<file path="src/hdl/aip_pkg.sv">
`timescale 1ns / 1ps

package aip_pkg;

    localparam int VALUE_WIDTH    = 32;
    localparam int POS_WIDTH      = 8;
    localparam int MAX_STRING_LEN = 256;

    localparam logic [POS_WIDTH-1:0] POS_LIMIT =
        ((MAX_STRING_LEN - 1) < 255) ? POS_WIDTH'(MAX_STRING_LEN - 1) : POS_WIDTH'(255);

    localparam logic [7:0] CH_NUL     = 8'h00;
    localparam logic [7:0] CH_SPACE   = 8'h20;
    localparam logic [7:0] CH_MINUS   = 8'h2d;
    localparam logic [7:0] CH_ZERO    = 8'h30;
    localparam logic [7:0] CH_NINE    = 8'h39;
    localparam logic [7:0] CH_LOWER_A = 8'h61;
    localparam logic [7:0] CH_LOWER_B = 8'h62;
    localparam logic [7:0] CH_LOWER_X = 8'h78;
    localparam logic [7:0] CASE_GAP   = 8'h20;
    localparam logic [7:0] LETTER_MIN = 8'd17;
    localparam logic [7:0] LETTER_ADJ = 8'd7;
    localparam logic [7:0] DEC_MAX    = 8'd9;

    typedef logic [VALUE_WIDTH-1:0] acc_t;
    typedef logic [POS_WIDTH-1:0]   pos_t;

    typedef enum logic [2:0]
    {
        PH_IDLE,
        PH_SIGN,
        PH_ZERO,
        PH_DIGITS,
        PH_DONE
    } phase_t;

    typedef enum logic [1:0]
    {
        RADIX_DEC,
        RADIX_OCT,
        RADIX_HEX,
        RADIX_BIN
    } radix_t;

    typedef struct packed
    {
        logic [7:0] char_code;
        logic       end_of_string;
    } char_req_t;

    typedef struct packed
    {
        logic                          parse_ok;
        logic signed [VALUE_WIDTH-1:0] number_value;
        logic [POS_WIDTH-1:0]          stop_position;
    } result_req_t;

    typedef struct packed
    {
        phase_t phase;
        logic   neg;
        radix_t radix;
        acc_t   acc;
        pos_t   pos;
    } aip_state_t;

    typedef struct packed
    {
        logic        emit;
        result_req_t res;
        aip_state_t  state;
    } aip_step_t;

endpackage

</file>
<file path="src/hdl/ascii_integer_parser.sv">
`timescale 1ns / 1ps

// Converts a text string, one character per request, into a signed 32-bit integer with an
// optional minus sign and a 0 (octal), 0x (hex) or 0b (binary) prefix, and returns one
// result per string: an ok flag, the value (zero on error) and the position of the character
// that stopped the parse. A character request is taken in every cycle unless the input
// stalls; it passes an input register and one decode-and-accumulate step, and its result,
// if it causes one, is written to the result register. The step carries the parse state
// from one character to the next, and the result register holds a finished result until
// it is taken; input stalls only while the result register is full and not taken.

module ascii_integer_parser
(
    input  logic                 clk,
    input  logic                 rst_n,
    input  logic                 char_valid,
    output logic                 char_ready,
    input  aip_pkg::char_req_t   char_req,
    output logic                 result_valid,
    input  logic                 result_ready,
    output aip_pkg::result_req_t result_req
);

    logic                 in_valid_reg;
    aip_pkg::char_req_t   in_req_reg;
    aip_pkg::aip_state_t  state_reg;
    logic                 out_valid_reg;
    logic                 out_valid_next;
    aip_pkg::result_req_t out_req_reg;
    aip_pkg::aip_step_t   step;
    logic                 advance;

    aip_step u_step
    (
        .state (state_reg),
        .req   (in_req_reg),
        .step  (step)
    );

    assign advance      = in_valid_reg && (!out_valid_reg || result_ready);
    assign char_ready   = !in_valid_reg || advance;
    assign result_valid = out_valid_reg;
    assign result_req   = out_req_reg;

    always_comb
    begin
        if (advance && step.emit)
        begin
            out_valid_next = 1'b1;
        end
        else if (result_ready)
        begin
            out_valid_next = 1'b0;
        end
        else
        begin
            out_valid_next = out_valid_reg;
        end
    end

    always_ff @(posedge clk or negedge rst_n)
    begin
        if (!rst_n)
        begin
            in_valid_reg  <= 1'b0;
            out_valid_reg <= 1'b0;
            state_reg     <= '0;
        end
        else
        begin
            if (char_ready)
            begin
                in_valid_reg <= char_valid;
            end
            if (advance)
            begin
                state_reg <= step.state;
            end
            out_valid_reg <= out_valid_next;
        end
    end

    always_ff @(posedge clk)
    begin
        if (char_ready && char_valid)
        begin
            in_req_reg <= char_req;
        end
        if (advance && step.emit)
        begin
            out_req_reg <= step.res;
        end
    end

    assert property (@(posedge clk) disable iff (!rst_n)
        out_valid_reg && !out_req_reg.parse_ok |-> out_req_reg.number_value == '0)
        else $error("failed parse carries a nonzero value");

    assert property (@(posedge clk) disable iff (!rst_n)
        advance && step.emit |=> out_valid_reg)
        else $error("emitted result not registered");

    assert property (@(posedge clk) disable iff (!rst_n)
        in_valid_reg && !advance |=> in_valid_reg && $stable(in_req_reg))
        else $error("stalled character lost");

    assert property (@(posedge clk) disable iff (!rst_n)
        state_reg.pos <= aip_pkg::POS_LIMIT)
        else $error("position past its limit");

    assert property (@(posedge clk) disable iff (!rst_n)
        advance && in_req_reg.end_of_string |=> state_reg == '0)
        else $error("state not cleared at end of string");

endmodule

</file>
<file path="src/hdl/aip_step.sv">
`timescale 1ns / 1ps

module aip_step
(
    input  aip_pkg::aip_state_t state,
    input  aip_pkg::char_req_t  req,
    output aip_pkg::aip_step_t  step
);

    typedef struct packed
    {
        logic                decided;
        aip_pkg::result_req_t res;
        aip_pkg::aip_state_t  st;
    } feed_t;

    function automatic logic [4:0] radix_value(aip_pkg::radix_t r);
        logic [4:0] v;
        case (r)
            aip_pkg::RADIX_DEC: v = 5'd10;
            aip_pkg::RADIX_OCT: v = 5'd8;
            aip_pkg::RADIX_HEX: v = 5'd16;
            aip_pkg::RADIX_BIN: v = 5'd2;
            default:            v = 5'd10;
        endcase
        return v;
    endfunction

    function automatic aip_pkg::acc_t scale(aip_pkg::acc_t a, aip_pkg::radix_t r);
        aip_pkg::acc_t v;
        case (r)
            aip_pkg::RADIX_DEC: v = aip_pkg::acc_t'((a << 3) + (a << 1));
            aip_pkg::RADIX_OCT: v = aip_pkg::acc_t'(a << 3);
            aip_pkg::RADIX_HEX: v = aip_pkg::acc_t'(a << 4);
            aip_pkg::RADIX_BIN: v = aip_pkg::acc_t'(a << 1);
            default:            v = a;
        endcase
        return v;
    endfunction

    function automatic feed_t feed(aip_pkg::aip_state_t s, logic [7:0] c);
        feed_t      f;
        logic       sign_chk;
        logic       is_dec;
        logic       run;
        logic       bad;
        logic [7:0] d;
        f          = '0;
        f.st       = s;
        f.res.stop_position = s.pos;
        is_dec     = (c >= aip_pkg::CH_ZERO) && (c <= aip_pkg::CH_NINE);
        sign_chk   = (s.phase == aip_pkg::PH_SIGN) ||
                     ((s.phase == aip_pkg::PH_IDLE) && (c != aip_pkg::CH_SPACE) &&
                      (c != aip_pkg::CH_MINUS));
        run        = 1'b0;
        bad        = 1'b0;
        d          = c;
        if ((s.phase == aip_pkg::PH_IDLE) && (c == aip_pkg::CH_MINUS))
        begin
            f.st.neg   = 1'b1;
            f.st.phase = aip_pkg::PH_SIGN;
        end
        if (sign_chk)
        begin
            if (c == aip_pkg::CH_ZERO)
            begin
                f.st.phase = aip_pkg::PH_ZERO;
            end
            else if (!is_dec)
            begin
                f.decided = 1'b1;
            end
            else
            begin
                f.st.radix = aip_pkg::RADIX_DEC;
                f.st.phase = aip_pkg::PH_DIGITS;
                run        = 1'b1;
            end
        end
        else if (s.phase == aip_pkg::PH_ZERO)
        begin
            if (c == aip_pkg::CH_LOWER_X)
            begin
                f.st.radix = aip_pkg::RADIX_HEX;
                f.st.phase = aip_pkg::PH_DIGITS;
            end
            else if (c == aip_pkg::CH_LOWER_B)
            begin
                f.st.radix = aip_pkg::RADIX_BIN;
                f.st.phase = aip_pkg::PH_DIGITS;
            end
            else if (c <= aip_pkg::CH_SPACE)
            begin
                f.decided      = 1'b1;
                f.res.parse_ok = 1'b1;
            end
            else if (!is_dec)
            begin
                f.decided = 1'b1;
            end
            else
            begin
                f.st.radix = aip_pkg::RADIX_OCT;
                f.st.phase = aip_pkg::PH_DIGITS;
                run        = 1'b1;
            end
        end
        else if (s.phase == aip_pkg::PH_DIGITS)
        begin
            run = 1'b1;
        end

        if (run)
        begin
            if (c <= aip_pkg::CH_SPACE)
            begin
                f.decided          = 1'b1;
                f.res.parse_ok     = 1'b1;
                f.res.number_value = s.neg ? (aip_pkg::acc_t'(0) - s.acc) : s.acc;
            end
            else
            begin
                if (d >= aip_pkg::CH_LOWER_A)
                begin
                    d = d - aip_pkg::CASE_GAP;
                end
                d = d - aip_pkg::CH_ZERO;
                if (d >= aip_pkg::LETTER_MIN)
                begin
                    d = d - aip_pkg::LETTER_ADJ;
                    if (d <= aip_pkg::DEC_MAX)
                    begin
                        bad = 1'b1;
                    end
                end
                if (d >= {3'b000, radix_value(f.st.radix)})
                begin
                    bad = 1'b1;
                end
                if (bad)
                begin
                    f.decided = 1'b1;
                end
                else
                begin
                    f.st.acc = scale(s.acc, f.st.radix) + aip_pkg::acc_t'(d[3:0]);
                end
            end
        end
        return f;
    endfunction

    feed_t               first;
    feed_t               second;
    aip_pkg::aip_state_t mid;

    always_comb
    begin
        first = feed(state, req.char_code);
        mid   = first.st;
        if (state.pos < aip_pkg::POS_LIMIT)
        begin
            mid.pos = state.pos + 1'b1;
        end
        second = feed(mid, aip_pkg::CH_NUL);

        step = '0;
        if (state.phase == aip_pkg::PH_DONE)
        begin
            step.state = req.end_of_string ? aip_pkg::aip_state_t'('0) : state;
        end
        else if (first.decided)
        begin
            step.emit        = 1'b1;
            step.res         = first.res;
            step.state       = first.st;
            step.state.phase = aip_pkg::PH_DONE;
            if (req.end_of_string)
            begin
                step.state = '0;
            end
        end
        else if (req.end_of_string)
        begin
            step.emit  = second.decided;
            step.res   = second.res;
            step.state = '0;
        end
        else
        begin
            step.state = mid;
        end
    end

endmodule
</file>
<file path="config.mk">
export PLATFORM = sky130hd
export DESIGN_NAME = ascii_integer_parser
export DESIGN_NICKNAME = d
export VERILOG_FILES = /design/src/hdl/aip_pkg.sv /design/src/hdl/ascii_integer_parser.sv /design/src/hdl/aip_step.sv
export SDC_FILE = /design/constraint.sdc
export NUM_CORES = 1
export LEC_CHECK = 0
export ABC_AREA = 1
export BUFFER_PORTS_ARGS = -buffer_cell sky130_fd_sc_hd__buf_4
export CAP_MARGIN = 0
export CELL_PAD_IN_SITES_DETAIL_PLACEMENT = 0
export CELL_PAD_IN_SITES_GLOBAL_PLACEMENT = 1
export CORE_MARGIN = 3
export CORE_UTILIZATION = 45
export CTS_CLUSTER_DIAMETER = 40
export DETAILED_ROUTE_END_ITERATION = 8
export GPL_ROUTABILITY_DRIVEN = 0
export HOLD_SLACK_MARGIN = 0.03
export PLACE_DENSITY = 0.88
export SLEW_MARGIN = 20
export SYNTH_ARGS = -nofsm -noshare
export SYNTH_HDL_FRONTEND = slang
export SYNTH_HIERARCHICAL = 1
export SYNTH_SLANG_ARGS = --single-unit
export TNS_END_PERCENT = 5
</file>
<file path="constraint.sdc">
create_clock -name clk -period 8.3 [get_ports clk]
set_input_delay 0.415 -clock clk [delete_from_list [all_inputs] [get_ports clk]]
set_output_delay 0.415 -clock clk [all_outputs]
set_load 0.005 [all_outputs]
</file>
==> qor.txt, run 1 <==
core area -> 0.0254 mm²
dominant cells by area after synthesis -> nand2_1 20%, edfxtp_1 13%, dfrtp_1 10%
Die X -> 167 µm
final setup TNS -> 0 ns
Avg Synthesized Cell Area -> 5.97 µm²
# resized after CTS -> 0
Clock transition at path regs -> 0.08 ns
Post-CTS Hold Buffers -> 0
Critical Path RT -> 8.40 ns
via/cell ratio -> 5.52
Worst Max-Slew Pin Slew -> 0.960 ns
area share of the largest cell type after synthesis -> 0.196
LEAKAGE -> 6.55 nW
top cells by count, synth -> 610 x nand2_1, 266 x inv_1, 198 x nand3_1, 191 x nor2_1, 136 x a21oi_1
end of the critical path -> result_req[39]
Clk pwr share -> 0.162
instance count on the critical path -> 42
GR peak layer -> met2
net count after synthesis -> 2025
Final Hold Fails -> 0
top-count cell post-synth -> nand2_1
Setup-failing EPs final -> 0
via count -> 12700
synth-to-layout area growth -> 7.24%
sequential share of the synthesized area -> 0.231
Critical path buffers and inverters -> 8
Worst EP arrival -> 7.26 ns
Hold WC Path Type -> input pin to async pin
Ys Warns -> 6
CTS tree -> built
R2R Path Start -> in_req_reg[1]
Fillers -> 2729
Root Driver -> clkbuf_16
number of synthesized flops with an enable pin -> 50
delay-heaviest family, CP -> simple AND/OR/NAND/NOR gates
Flop pwr share -> 0.286
cell taking the most area after synthesis -> nand2_1
clk buf depth -> 2
Ant. Diodes -> 0
crit path from -> in_req_reg[1]
R2R Setup Slk -> 1.14 ns
DP Wirelength -> 28600 µm
final WL -> 38000 µm
Clock Skew -> 0.0158 ns
Worst Setup Start Kind -> register
Die ar. -> 0.0280 mm²
run status -> finished clean
Final ANT Viol Nets -> 0
starting density of the core -> 0.461
DP Area -> 0.0122 mm²
met3 GRT Util -> 0.0250
Power Density -> 215 mW/mm²
RR Endpoint -> result_req[39]
DR iter-0 viols -> 1317
Gate Count Post-Synth -> 1959
Reg area -> 0.00270 mm²
Num CTS Buffers -> 9
Max-slew headroom -> 0.356
boundary pin count -> 56
DRC -> 0
Skew-Pair Late Insertion Delay -> 0.37 ns
antenna violations before repair -> 0
H-tree level count -> 3
CP peak stage delay -> 0.48 ns
vias in the first global route -> 11800
max reg flops -> 46
Max-Cap Viols -> 0
clk sink count -> 98
Tmin final -> 7.16 ns
fin. max-slew vios -> 0
Sw Share -> 0.497
Post-synth ARST share -> 0.490
final period utilization -> 0.863
fin area -> 0.0125 mm²
I/O Buffers -> 55
#FFs+latches synth -> 98
NetSw -> 0.00134 W
Most common cell on crit path -> nand2_1
drt pass-1 iters -> 6
Gate power share -> 0.552
total congestion overflow -> 0
M2 GR Usage -> 0.469
R2R depth -> 42
CP max stage cell -> ha_1
nets -> 2036
met1 Use GR -> 0.346
Mapped Area -> 0.0117 mm²
Fmax achieved -> 0.140 GHz
wire length per cell -> 16.5 µm
Die H -> 167 µm
crit-path max FO -> 20
total internal power -> 0.00136 W
largest net degree at the start of global routing -> 58
RSZ-0062 raised after global routing -> no
All-Layer GR Usage -> 0.265
number of setup buffers added after CTS -> 0
layout cells sized above 1 -> 0.0891
peak supply drop -> 264 µV
Top FF cell, synth -> edfxtp_1
global-route wire length before repair -> 60900 µm
Rows -> 58
Multi-input gate area -> 0.00755 mm²
post-synth cell types -> 59
Crit Path Class -> register to register
Critical Path End Type -> register
-- metrics by stage --
step / util / hold slack [ns] / setup slack, ns / total power, W / instances
2_1_floorplan: - / 0.119 / 1.59 / 0.00178 / 1959
3_3_place_gp: 0.481 / 0.455 / 1.47 / 0.00222 / 2288
3_5_place_dp: 0.481 / 0.470 / 1.23 / 0.00224 / 2288
4_1_cts: 0.493 / 0.109 / 1.22 / 0.00268 / 2304
5_1_grt: 0.494 / 0.126 / 0.403 / 0.00289 / 2305
6_report: 0.494 / 0.0832 / 1.14 / 0.00269 / 2305
-- worst min-delay path by stage --
stage / startpoint / end / slack (ns) / cells past startpoint
final: rst_n / state_reg[39] / 0.08 / 1
after global routing: rst_n / state_reg[39] / 0.13 / 1
after CTS: rst_n / state_reg[39] / 0.11 / 1
after detailed placement: state_reg[40] / state_reg[40] / 0.47 / 2
after global placement: state_reg[40] / state_reg[40] / 0.45 / 2
after floorplan: rst_n / in_valid_reg / 0.12 / 0
-- placed cells by master, fill, tap and decap left out, drive strengths merged, types with 3 or more instances in the layout --
| cell | n |
|---|---|
| nand2 | 645 |
| inv | 284 |
| nor2 | 208 |
| nand3 | 202 |
| a21oi | 137 |
| o21ai | 90 |
| buf | 66 |
| ha | 51 |
| edfxtp | 50 |
| dfrtp | 48 |
| nand4 | 47 |
| nor3 | 29 |
| xor2 | 21 |
| o211ai | 12 |
| o22ai | 11 |
| clkbuf | 9 |
| a31oi | 8 |
| or2 | 8 |
| nand3b | 7 |
| o21bai | 6 |
| o221ai | 6 |
| clkinv | 5 |
| and2 | 4 |
| xnor2 | 3 |
-- power groups by stage --
stage,Clock (W),Combinational (W),Sequential (W)
3_5_place_dp,0,0.00145,0.000783
4_1_cts,0.000445,0.00146,0.000773
3_3_place_gp,0,0.00144,0.000778
2_1_floorplan,0,0.00102,0.000763
6_report,0.000435,0.00149,0.000771
5_1_grt,0.000457,0.00165,0.000787
-- routing by layer --
| layer | vias up | wire, µm |
|---|---|---|
| met5 | - | 0 |
| met4 | 0 | 970 |
| met3 | 66 | 2260 |
| met2 | 445 | 18400 |
| met1 | 5827 | 16400 |
| li1 | 6389 | - |
-- final cells by class --
class	instances	area share
clock buffers	9	0.0179
clock inverters	7	0.00648
inverters	282	0.0847
multi-input cells	1513	0.602
flip-flops and latches	98	0.215
well taps	330	0.0329
repair buffers	66	0.0405
-- logic make-up after synthesis --
logic type                 Yosys count  share of synthesized area
and+or+nand+nor                   1154                      0.433
buffers and inverters              348                      0.124
AOI/OAI and AO/OA                  281                      0.136
DFF                                 98                      0.231
adders and majority gates           53                     0.0580
xor gates and xnor gates            24                     0.0180
muxes                                1                   0.000856
Note: power is estimated with default switching activity, not from simulation.
==> run 2: changes to the inputs <==
Settings changed: CTS_BUF_LIST set to sky130_fd_sc_hd__clkbuf_2.
==> qor.txt, run 2 (synthesized netlist as in run 1, its figures left out) <==
Root Driver -> clkbuf_2 (was clkbuf_16)
Hold WC Path Type -> input pin to async pin (unchanged)
core area -> 0.0254 mm² (unchanged)
clk sink count -> 98 (unchanged)
end of the critical path -> result_req[39] (unchanged)
layout cells sized above 1 -> 0.0886 (was 0.0891)
synth-to-layout area growth -> 6.75% (was 7.24%)
Final Hold Fails -> 0 (unchanged)
final period utilization -> 0.863 (about the same)
Placement Setup Slack -> 1.23 ns (unchanged)
Power Density -> 202 mW/mm² (was 215 mW/mm²)
via count -> 12800 (was 12700)
CP peak stage delay -> 0.50 ns (was 0.48 ns)
I/O Buffers -> 55 (unchanged)
Setup-failing EPs final -> 0 (unchanged)
total congestion overflow -> 0 (unchanged)
Most common cell on crit path -> nand2_1 (unchanged)
Crit Path Class -> register to register (unchanged)
R2R Path Start -> in_req_reg[1] (unchanged)
drt pass-1 iters -> 6 (unchanged)
most common cell after layout, fill and taps aside -> nand2_1 (unchanged)
R2R Setup Slk -> 1.14 ns (about the same)
Rows -> 58 (unchanged)
largest net degree at the start of global routing -> 58 (unchanged)
Critical Path RT -> 8.76 ns (was 8.40 ns)
final worst slack -> 1.14 ns (about the same)
number of setup buffers added after CTS -> 0 (unchanged)
hold slack -> 0.267 ns (was 0.0832 ns)
Worst EP arrival -> 7.62 ns (was 7.26 ns)
R2R depth -> 42 (unchanged)
nets -> 2048 (was 2036)
DP Wirelength -> 28600 µm (unchanged)
Cell Count Post-Placement -> 2288 (unchanged)
DR iter-0 viols -> 1324 (was 1317)
final setup TNS -> 0 ns (unchanged)
run status -> finished clean (unchanged)
Fmax achieved -> 0.140 GHz (about the same)
max reg flops -> 46 (unchanged)
most frequent cells in the layout -> 610 x nand2_1, 266 x inv_1, 198 x nand3_1 (unchanged)
Clock Skew -> 0.0478 ns (was 0.0158 ns)
fin. max-slew vios -> 0 (unchanged)
Finished Layout Cells -> 2318 (was 2305)
starting density of the core -> 0.461 (unchanged)
Tmin final -> 7.16 ns (about the same)
via/cell ratio -> 5.51 (was 5.52)
Die H -> 167 µm (unchanged)
Max-Cap Viols -> 0 (unchanged)
All-Layer GR Usage -> 0.265 (about the same)
RSZ-0062 raised after global routing -> no (unchanged)
boundary pin count -> 56 (unchanged)
Worst Setup Start Kind -> register (unchanged)
Skew-Pair Late Insertion Delay -> 0.68 ns (was 0.37 ns)
global-route wire length before repair -> 60900 µm (about the same)
Clock transition at path regs -> 0.32 ns (was 0.08 ns)
wire length per cell -> 16.5 µm (about the same)
Critical Path End Type -> register (unchanged)
clk buf depth -> 2 (unchanged)
antenna violations before repair -> 1 (was 0)
CP max stage cell -> edfxtp_1 (was ha_1)
Final ANT Viol Nets -> 0 (unchanged)
RR Endpoint -> result_req[39] (unchanged)
Die X -> 167 µm (unchanged)
final WL -> 38100 µm (was 38000 µm)
peak supply drop -> 265 µV (was 264 µV)
LEAKAGE -> 6.53 nW (was 6.55 nW)
H-tree level count -> 3 (unchanged)
CTS tree -> built (unchanged)
crit path from -> in_req_reg[1] (unchanged)
Die ar. -> 0.0280 mm² (unchanged)
Max-slew headroom -> 0.356 (about the same)
Pwr Total -> 0.00252 W (was 0.00269 W)
Worst Max-Slew Pin Slew -> 0.960 ns (about the same)
crit-path max FO -> 20 (unchanged)
Num CTS Buffers -> 9 (unchanged)
vias in the first global route -> 11800 (about the same)
Fillers -> 2745 (was 2729)
DRC -> 0 (unchanged)
[run 2: cell type report]
class / count / area, µm² / area share
multi-input combinational: 1513 / 7550 / 0.605
sequential: 98 / 2700 / 0.216
inverter: 282 / 1060 / 0.0851
timing repair buffer: 78 / 628 / 0.0503
tap: 330 / 413 / 0.0331
clock inverter: 7 / 81.3 / 0.00651
clock buffer: 9 / 45.0 / 0.00361
antenna: 1 / 2.50 / 0.000200
[run 2: worst max-delay path: cells and delay by family, from the launching register on]
kind                       cells  cell delay [ns]
AOI/OAI and AO/OA              4             0.67
buffers and inverters          8             1.04
and+or+nand+nor               26             3.45
DFF                            1             0.50
adders and majority gates      4             1.30
[run 2: routing by layer]
| layer | track usage | vias up | wire length (µm) | share of wire |
|---|---|---|---|---|
| li1 | - | 6402 | - | - |
| met1 | 0.345 | 5848 | 16300 | 0.43 |
| met2 | 0.470 | 465 | 18500 | 0.49 |
| met3 | 0.0255 | 61 | 2390 | 0.063 |
| met4 | 0.0729 | 0 | 908 | 0.024 |
| met5 | 0 | - | 0 | 0 |
[run 2: power by group]
group          switching [W]  internal [W]  total (W)  leakage (nW)
sequential         0.0000953      0.000676   0.000771          1.14
clock               0.000203     0.0000531   0.000256        0.0765
combinational        0.00103      0.000467    0.00149          5.31
total                0.00132       0.00120    0.00252          6.53
[run 2: metrics by stage]
stage | utilization | area (µm²)
finish | 0.492 | 12500
global route | 0.492 | 12500
CTS | 0.491 | 12500
detailed placement | 0.481 | 12200
floorplan | - | 11700
global placement | 0.481 | 12200
[run 2: what timing repair did]
item | in CTS | in global routing
endpoints found under the hold margin | 58 | 0
gates resized for setup | 0 | 0
hold buffers | 12 | 0
[run 2: worst min path at each step]
stage,endpoint,slack [ns],cells past startpoint,from
2_1_floorplan,in_valid_reg,0.12,0,rst_n
5_1_grt,state_reg[11],0.28,2,rst_n
3_5_place_dp,state_reg[40],0.47,2,state_reg[40]
4_1_cts,state_reg[39],0.25,2,rst_n
6_report,state_reg[39],0.27,2,rst_n
3_3_place_gp,state_reg[40],0.45,2,state_reg[40]
